## src/scp_pkg.sv

```systemverilog
// Package for the spirograph curve point unit: widths, constants, tables, types.
// No dependencies.
package scp_pkg;
  localparam int unsigned CordicStages = 16;
  localparam int unsigned NumRegs = 8;
  localparam int unsigned RegIdxW = 3;
  localparam int unsigned DivSteps = 49;

  localparam logic signed [35:0] TwoPiQ32 = 36'sd26986075409;
  localparam logic signed [35:0] PiQ32 = 36'sd13493037705;
  localparam logic signed [35:0] HalfPiQ32 = 36'sd6746518852;
  localparam logic signed [33:0] GainQ30 = 34'sd652032874;

  typedef enum logic [RegIdxW-1:0] {
    REG_RADIUS_A = 3'd0,
    REG_RADIUS_B = 3'd1,
    REG_OFFSET_D = 3'd2,
    REG_PEN_X = 3'd3,
    REG_PEN_Y = 3'd4,
    REG_ANGLE_LOW = 3'd5,
    REG_ANGLE_HIGH = 3'd6,
    REG_WEIGHT = 3'd7
  } reg_idx_e;

  // CORDIC state carried from cell to cell
  typedef struct packed {
    logic signed [33:0] x;
    logic signed [33:0] y;
    logic signed [33:0] z;
    logic neg;
  } rot_t;

  function automatic logic signed [33:0] atan_q30(input int unsigned idx);
    logic signed [33:0] v;
    case (idx & 31)
      0: v = 34'sd843314857;
      1: v = 34'sd497837830;
      2: v = 34'sd263043837;
      3: v = 34'sd133525159;
      4: v = 34'sd67021687;
      5: v = 34'sd33543516;
      6: v = 34'sd16775851;
      7: v = 34'sd8388437;
      8: v = 34'sd4194283;
      9: v = 34'sd2097149;
      31: v = 34'sd0;
      default: v = 34'sd1 <<< (30 - (idx & 31));
    endcase
    return v;
  endfunction

  function automatic logic signed [31:0] sat32(input logic signed [65:0] v);
    logic signed [31:0] r;
    if (v > 66'sd2147483647) r = 32'sh7fffffff;
    else if (v < -66'sd2147483648) r = 32'sh80000000;
    else r = v[31:0];
    return r;
  endfunction
endpackage

```

## src/scp_div_cell.sv

```systemverilog
// One restoring-division step for the ratio (a+b)*2^16 / b.
// Depends on scp_pkg.
module scp_div_cell (
  input  logic        clk_i,
  input  logic [48:0] rem_i,
  input  logic [48:0] quo_i,
  input  logic [48:0] dvs_i,
  output logic [48:0] rem_o,
  output logic [48:0] quo_o,
  output logic [48:0] dvs_o
);
  import scp_pkg::*;
  logic [49:0] trial;
  logic [48:0] rem_d, quo_d, rem_q, quo_q, dvs_q;
  // shift in next dividend bit, try subtract
  always_comb begin
    trial = {rem_i, quo_i[48]} - {1'b0, dvs_i};
    if (!trial[49]) begin
      rem_d = trial[48:0];
      quo_d = {quo_i[47:0], 1'b1};
    end else begin
      rem_d = {rem_i[47:0], quo_i[48]};
      quo_d = {quo_i[47:0], 1'b0};
    end
  end
  always_ff @(posedge clk_i) begin
    rem_q <= rem_d;
    quo_q <= quo_d;
    dvs_q <= dvs_i;
  end
  assign rem_o = rem_q;
  assign quo_o = quo_q;
  assign dvs_o = dvs_q;
endmodule

```

## config.mk

```make
export PLATFORM = sky130hd
export DESIGN_NAME = scp_div_cell
export DESIGN_NICKNAME = d
export VERILOG_FILES = /design/src/scp_pkg.sv /design/src/scp_div_cell.sv
export SDC_FILE = /design/constraint.sdc
export NUM_CORES = 1
export LEC_CHECK = 0
export ABC_CLOCK_PERIOD_IN_PS = 3500
export BUFFER_PORTS_ARGS = -buffer_cell sky130_fd_sc_hd__buf_2
export CORE_MARGIN = 3
export CORE_UTILIZATION = 39
export DETAILED_ROUTE_END_ITERATION = 12
export HOLD_SLACK_MARGIN = 0.1
export MAX_ROUTING_LAYER = met4
export PLACE_DENSITY = 0.68
export SETUP_SLACK_MARGIN = 0.1
export SKIP_CTS_REPAIR_TIMING = 1
export SLEW_MARGIN = 25
export SYNTH_ARGS = -nofsm -noshare
export SYNTH_HDL_FRONTEND = slang
export SYNTH_SLANG_ARGS = --single-unit
```

## constraint.sdc

```tcl
create_clock -name clk_i -period 3.5 [get_ports clk_i]
set_input_delay 0.7 -clock clk_i [delete_from_list [all_inputs] [get_ports clk_i]]
set_output_delay 0.7 -clock clk_i [all_outputs]
set_load 0.05 [all_outputs]
```

# == Yosys cells after proc, flatten, opt, wreduce, memory -nomap -nowiden ==
# Cells that the tools add are included.
# word_totals
ff_bits,147
input_bits,148
output_inout_bits,147
elab_cells,6
# op_classes
addsub,1
n_mux,2
# ops
cell,count
$sub A50 B49 Y50,1
$mux W49,1
$mux W1,1

# == Depth between registers and ports, before layout ==
# Gate-level depths: netlist of the first run.
# logic_depth
ltp_word,2
ltp_mapped,14
mapped_depth_nobuf,12

# == Least setup slack after synthesis of the first run ==
# OpenSTA, ideal clock, no wires.
# synth_timing
kind,in2reg
start,in dvs_i[2]
end,"reg rem_q[47], in the netlist rem_o[47]"
setup_time_ns,0.117
arrival_ns,2.964
required_ns,3.383
setup_slack_ns,0.419
path_stages,11
path_buffers,0
cell_sequence,inv_1 > ha_1 > a21oi_2 > a2111oi_4 > o311ai_2 > a2111o_1 > a21oi_2 > o21ai_1 > o21ai_2 > nand4_1 > a32o_1
# synth_between
elab_chain_len,2
# synth_rtl
element,line,rtl
from (decl),scp_div_cell.sv:7,"input logic [48:0] dvs_i,"
$sub A50 B49 Y50,scp_div_cell.sv:17,"trial = {rem_i, quo_i[48]} - {1'b0, dvs_i};"
$mux W49,scp_div_cell.sv:18,if (!trial[49]) begin
net rem_d[47],scp_div_cell.sv:14,"logic [48:0] rem_d, quo_d, rem_q, quo_q, dvs_q;"
to (signal assigned),scp_div_cell.sv:27,rem_q <= rem_d;
to (decl),scp_div_cell.sv:14,
# The timed path passes the listed nets, and every way through them passes these cells.

# == Final worst setup path of the first run ==
# layout_timing
start,in rem_i[1]
end,"reg rem_q[15], in the netlist rem_o[15]"
# layout_between
elab_chain_len,2
# layout_rtl
element,line,rtl
from (decl),scp_div_cell.sv:5,"input logic [48:0] rem_i,"
$sub A50 B49 Y50,scp_div_cell.sv:17,
$mux W49,scp_div_cell.sv:18,
net rem_d[15],scp_div_cell.sv:14,
# The timed path passes the listed nets, and every way through them passes these cells.

==> results.cfg, run 1 <==
[outcome]
outcome = finished, final reports clean

[drt]
drt.antenna.violating_nets = 0
first_pass_iters = 4
num_vias = 6165
avgRoutedWirePerCell_um = 14.8
finalWirelength_um = 18800
vias_per_cell = 4.85
drt_iter0_markers = 391
drc = 0

[floorplanning]
die_h_um = 136
initial_utilization_pct = 40.5
fp.dieW_um = 136
core_area_um2 = 16200
pin_count = 295
dieArea_um2 = 18400
num_rows = 46

[placed_design]
post_dp_cell_area_um2 = 8320
dp.final_hpwl_um = 15400
place_congestion = 0.857
port_buffers = 294

[sta]
min_period_ns = 3.09
final-hold-violation-count = 0
finalCritPeriodShare_pct = 88.3
timing.slew.headroom_pct = 61.4
tightest_slew_ns = 0.573
fmax_ghz = 0.324
slew_viol_final = 0
hold_ws_ns = 0.381
tns_ns = 0
finalSetupViolCount = 0
rsz0062_at_grt = no

[critical_path]
worst_ep_required_time_ns = 3.78
crit_top_cell = o211ai_1
path_depth = 12
criticalPathCategory = primary input to flip-flop
cp-endpoint = rem_o[15]$_DFF_P_
cp.arrival_ns = 3.38
path_buf_inv = 3
crit_fanout = 39
worstSetupStartpointType = primary input
setup.worst_path.start = rem_i[1]
max_stage_delay_ns = 0.45
crit_family = compound AO/OA/AOI/OAI gates
end_kind = flip-flop
cpMaxStageDelayCell = o311ai_1
cp_cell_sequence = buf_2, ha_1, a21oi_2, a2111oi_4, o311ai_1, o211ai_1, o211ai_1, o211ai_2, xnor2_2, buf_4, buf_12, o21ai_0

[clocking]
cts_tree = done
cts_buffer_depth = 2
htreeDepth = 4
clk_pin_slew_ns = 0.07
cts-root-buf = clkbuf_16
cts_buffers = 17
cts_sinks = 147

[power]
power.share.sequential_pct = 35.0
total_leakage_power_nw = 4.47
p_switching_mw = 2.14
p_comb_share_pct = 33.1
clkPwrFrac_pct = 31.9
switching_share_pct = 39.1
irDropWorstVdd_uv = 319
p_int_mw = 3.33
powerDensity_nw_per_um2 = 615

[grt]
gr-usage-all-layers_pct = 20.4
grt_pass1_wl_um = 29200
grt_max_degree = 40
grt_pass1_vias = 5977
antenna_found_initial = 2
overflow = 0

[yosys]
synth_edf_count = 0
seq_area_frac_synth_pct = 45.0
synth_cells = 729
async_reset_ff_share_pct = 0
synth_fp_nets = 927
yosysWarningCount = 0
ys_ff_latch = 147
ys_types = 66
syn-mean-instance-area_um2 = 8.98
netlist_area_um2 = 6540
synth_ff_type = dfxtp_1

[final_layout]
fin_area_um2 = 8890
area_delta_synth_final_pct = 35.9
drive_gt1_share_pct = 34.8
final_nets = 1239

[worst_hold_path]
holdPathStages = 1
min_from = quo_i[2]
hold_class = primary input to flip-flop

[flow_run]
maxCapViolCount = 0
## cells in the mapped netlist (4+ instances only)
cell type    n  area [um2]
nor3_1      10        50.1
a21oi_1     60         300
dfxtp_1    147        2940
o21bai_1     4        30.0
o21a_1      10        75.1
a211oi_1     4        30.0
nand2b_1     4        25.0
nand3_1      7        35.0
o21ai_0     73         365
nand2_1    100         375
o211ai_1     4        30.0
buf_2        5        25.0
o21ai_1      6        30.0
nand4_1     16         100
xor2_1      20         175
a31oi_1      4        25.0
clkbuf_1     8        30.0
inv_1       55         206
buf_6        4        45.0
a21o_1      21         158
ha_1        49         613
nor2_1      38         143
xnor2_1     21         184
## cells by family (layout without fill, tap and decap cells)
kind of cell               count (synthesis)  in the layout  synth area share (%)
AOI/OAI and AO/OA                        216            216                  20.6
and+or+nand+nor                          194            194                  13.3
DFF                                      147            147                  45.0
buffers and inverters                     79            404                  5.72
adders and majority gates                 50             50                  9.67
xor gates and xnor gates                  41             41                  5.49
muxes                                      2              2                 0.325
other                                      0              2                     0
## state kept, by name, indices dropped and copies added (netlist names)
| signal | flops |
|---|---|
| quo_o | 49 |
| dvs_o | 49 |
| rem_o | 49 |
## cells in the final DEF, fill, tap and decap left out, types with 16 or more instances in the layout
cell type | netlist | final
buf_4 | 1 | 20
a21o_1 | 21 | 21
nor2_1 | 38 | 38
xnor2_1 | 21 | 20
dfxtp_1 | 147 | 147
a21oi_1 | 60 | 60
inv_1 | 55 | 55
buf_2 | 5 | 294
o21ai_0 | 73 | 73
nand2_1 | 100 | 100
ha_1 | 49 | 49
xor2_1 | 20 | 20
clkbuf_16 | 0 | 17
nand4_1 | 16 | 16
## layer usage
layer | global-route usage, % | part of all wire [%] | vias to the layer above
met1 | 24.2 | 43 | 2750
met2 | 34.2 | 48 | 234
met3 | 5.16 | 7.3 | 20
met4 | 6.27 | 1.4 | 0
met5 | - | 0 | -
li1 | - | - | 3161
## stage by stage
stage | util (%) | setup slack (ns) | power (mW) | instances
after floorplan | - | 0.419 | 3.28 | 729
after global placement | 51.4 | 0.0843 | 3.75 | 1238
after detailed placement | 51.4 | 0.0220 | 3.77 | 1238
after CTS | 54.9 | 0.469 | 5.53 | 1270
after global routing | 55.0 | 0.219 | 5.74 | 1272
final | 55.0 | 0.409 | 5.47 | 1272
## worst min path at each step
stage	endpoint	slack, ns
final	quo_o[3]$_DFF_P_	0.38
after detailed placement	quo_o[28]$_DFF_P_	0.80
after CTS	quo_o[29]$_DFF_P_	0.35
after floorplan	dvs_o[0]$_DFF_P_	0.73
after global placement	quo_o[3]$_DFF_P_	0.80
after global routing	quo_o[21]$_DFF_P_	0.36
## power by group through the flow
stage	combinational (mW)	clock, mW	sequential, mW
6_report	1.81	1.74	1.92
5_1_grt	1.94	1.86	1.93
4_1_cts	1.82	1.79	1.92
3_5_place_dp	1.81	0	1.95
3_3_place_gp	1.80	0	1.95
2_1_floorplan	0.606	0	2.67
## layout make-up
cell class	instances	area, um2
fillers	1527	7280
well taps	216	270
multi-input cells	503	3230
inverters	56	210
flip-flops and latches	147	2940
repair buffers	316	1660
clock inverters	14	138
diodes	2	5.00
clock buffers	18	429
No activity file was read; power rests on OpenSTA's default activity.
==> inputs of run 2 (changes only) <==
--- a/config.mk
+++ b/config.mk
@@ -5,7 +5,7 @@
 export SDC_FILE = /design/constraint.sdc
 export NUM_CORES = 1
 export LEC_CHECK = 0
-export ABC_CLOCK_PERIOD_IN_PS = 3500
+export ABC_CLOCK_PERIOD_IN_PS = 3450
 export BUFFER_PORTS_ARGS = -buffer_cell sky130_fd_sc_hd__buf_2
 export CORE_MARGIN = 3
 export CORE_UTILIZATION = 39
==> constraint.sdc (replaced) <==
create_clock -name clk_i -period 3.45 [get_ports clk_i]
set_input_delay 0.69 -clock clk_i [delete_from_list [all_inputs] [get_ports clk_i]]
set_output_delay 0.69 -clock clk_i [all_outputs]
set_load 0.05 [all_outputs]
==> run 2 against run 1 <==
  * Utilization up 0.79 points
  * Sequential share of layout area fell by 0.47 points
  * Cell count rose by 1.3%
  * Cell area is 1.4% higher
  * Global-route usage is 0.25 points higher
  * Via count increased by 1.3%
  * Total power increased by 2.2%
  * Critical path depth up 1
  * Routed wire length is 1.3% higher
  * Combinational power increased by 3%
  * Critical path type unchanged
  * Highest routed layer unchanged
==> results.cfg, run 2 (same netlist as run 1, synthesis figures left out) <==
[final_layout]
area_delta_synth_final_pct = 37.8
final_nets = 1255
nFillCells = 1543
layout.cells.most_common = buf_2
final_cell_mix = buf_2 (294), dfxtp_1 (147), nand2_1 (100)
drive_gt1_share_pct = 35.8
regArea_um2 = 2940
multi_input_area_um2 = 3230
fin_util_pct = 55.8
stdcell_count = 1289

[grt]
grt_pass1_vias = 6089
antenna_found_initial = 3
grt_max_degree = 42
gr-usage-all-layers_pct = 20.7
gr-usage-met3_pct = 5.68
busiest_layer = met2
use_met1_pct = 23.8
grt_pass1_wl_um = 29300
overflow = 0
grtUsageMet2_pct = 34.5

[clocking]
cts-root-buf = clkbuf_16
cts_tree = done
cts_sinks = 147
cts_buffers = 17
htreeDepth = 4
clk_pin_slew_ns = 0.07
cts_buffer_depth = 2

[drt]
finalWirelength_um = 19100
num_vias = 6243
drt_iter0_markers = 264
drt.antenna.violating_nets = 0
first_pass_iters = 4
avgRoutedWirePerCell_um = 14.8
drc = 0
vias_per_cell = 4.84

[floorplanning]
core_area_um2 = 16200
initial_utilization_pct = 40.5
fp.dieW_um = 136
dieArea_um2 = 18400
die_h_um = 136
pin_count = 295
num_rows = 46

[flow_run]
maxCapViolCount = 0

[placed_design]
port_buffers = 294
dp_cells = 1254
dp.final_hpwl_um = 15500
place_congestion = 0.884

[power]
powerDensity_nw_per_um2 = 620
total_leakage_power_nw = 4.54
irDropWorstVdd_uv = 351
power_mw = 5.59

[critical_path]
cp.arrival_ns = 3.42
worst_ep_required_time_ns = 3.81
cp_cell_sequence = buf_2, inv_1, ha_1, a21oi_2, a2111oi_4, o311ai_1, buf_4, o211ai_1, o211ai_1, o211ai_2, xnor2_2, or4_1, nand4_1
criticalPathCategory = primary input to flip-flop
cpMaxStageDelayCell = or4_1
end_kind = flip-flop
max_stage_delay_ns = 0.53
crit_top_cell = o211ai_1
worstSetupStartpointType = primary input
crit_fanout = 6

[sta]
finalSetupViolCount = 0
min_period_ns = 3.06
hold_ws_ns = 0.361
fmax_ghz = 0.327
timing.slew.headroom_pct = 66.6
slew_viol_final = 0
rsz0062_at_grt = no
tightest_slew_ns = 0.496
final-hold-violation-count = 0
tns_ns = 0
finalCritPeriodShare_pct = 88.7

[outcome]
outcome = finished, final reports clean

[worst_hold_path]
hold_class = primary input to flip-flop
==> run 2: cell count changes in the layout (fill, tap and decap cells not counted) <==
cell and delta:
inv_6 -1, inv_8 -1, diode_2 +1, buf_4 +16, clkinv_4 +1, clkinv_8 +1
==> run 2: area by class of cell <==
cell class                      count  share of cell area, %
Clock buffer                       18                   4.76
Clock inverter                     14                   1.58
Timing Repair Buffer              332                   19.8
Tap cell                          216                   3.00
Antenna cell                        3                 0.0832
Sequential cell                   147                   32.6
Inverter                           56                   2.33
Multi-Input combinational cell    503                   35.9
==> run 2: where the power goes <==
part | switching (mW) | internal, mW
Clock | 0.822 | 0.958
Combinational | 1.33 | 0.541
Sequential | 0.0433 | 1.90
Total | 2.19 | 3.40
==> run 2: layer usage <==
layer / share of wire (%) / vias up
met5: 0 / -
met4: 2.0 / 0
met3: 7.7 / 32
met2: 48 / 229
met1: 42 / 2783
li1: - / 3199
==> run 2: stage by stage <==
stage | setup WS (ns) | area [um2]
floorplan | 0.379 | 6540
CTS | 0.369 | 9010
detailed placement | -0.0556 | 8440
global route | 0.159 | 9020
finish | 0.391 | 9020
global placement | -0.00949 | 8440
==> run 2: final timing paths <==
kind / startpoint / end / slack [ns] / cells after the start
hold / removal: quo_i[11] / quo_o[12]$_DFF_P_ / 0.36 / 1
setup / recovery: dvs_i[2] / rem_o[48]$_DFF_P_ / 0.39 / 13
==> run 2: worst max-delay path, delay by kind of cell <==
kind	cells	cell delay [ns]
AO/OA/AOI/OAI	6	1.27
XOR/XNOR	1	0.16
adder cells (fa/ha/maj)	1	0.38
buffers and inverters	3	0.27
AND/OR/NAND/NOR	2	0.64
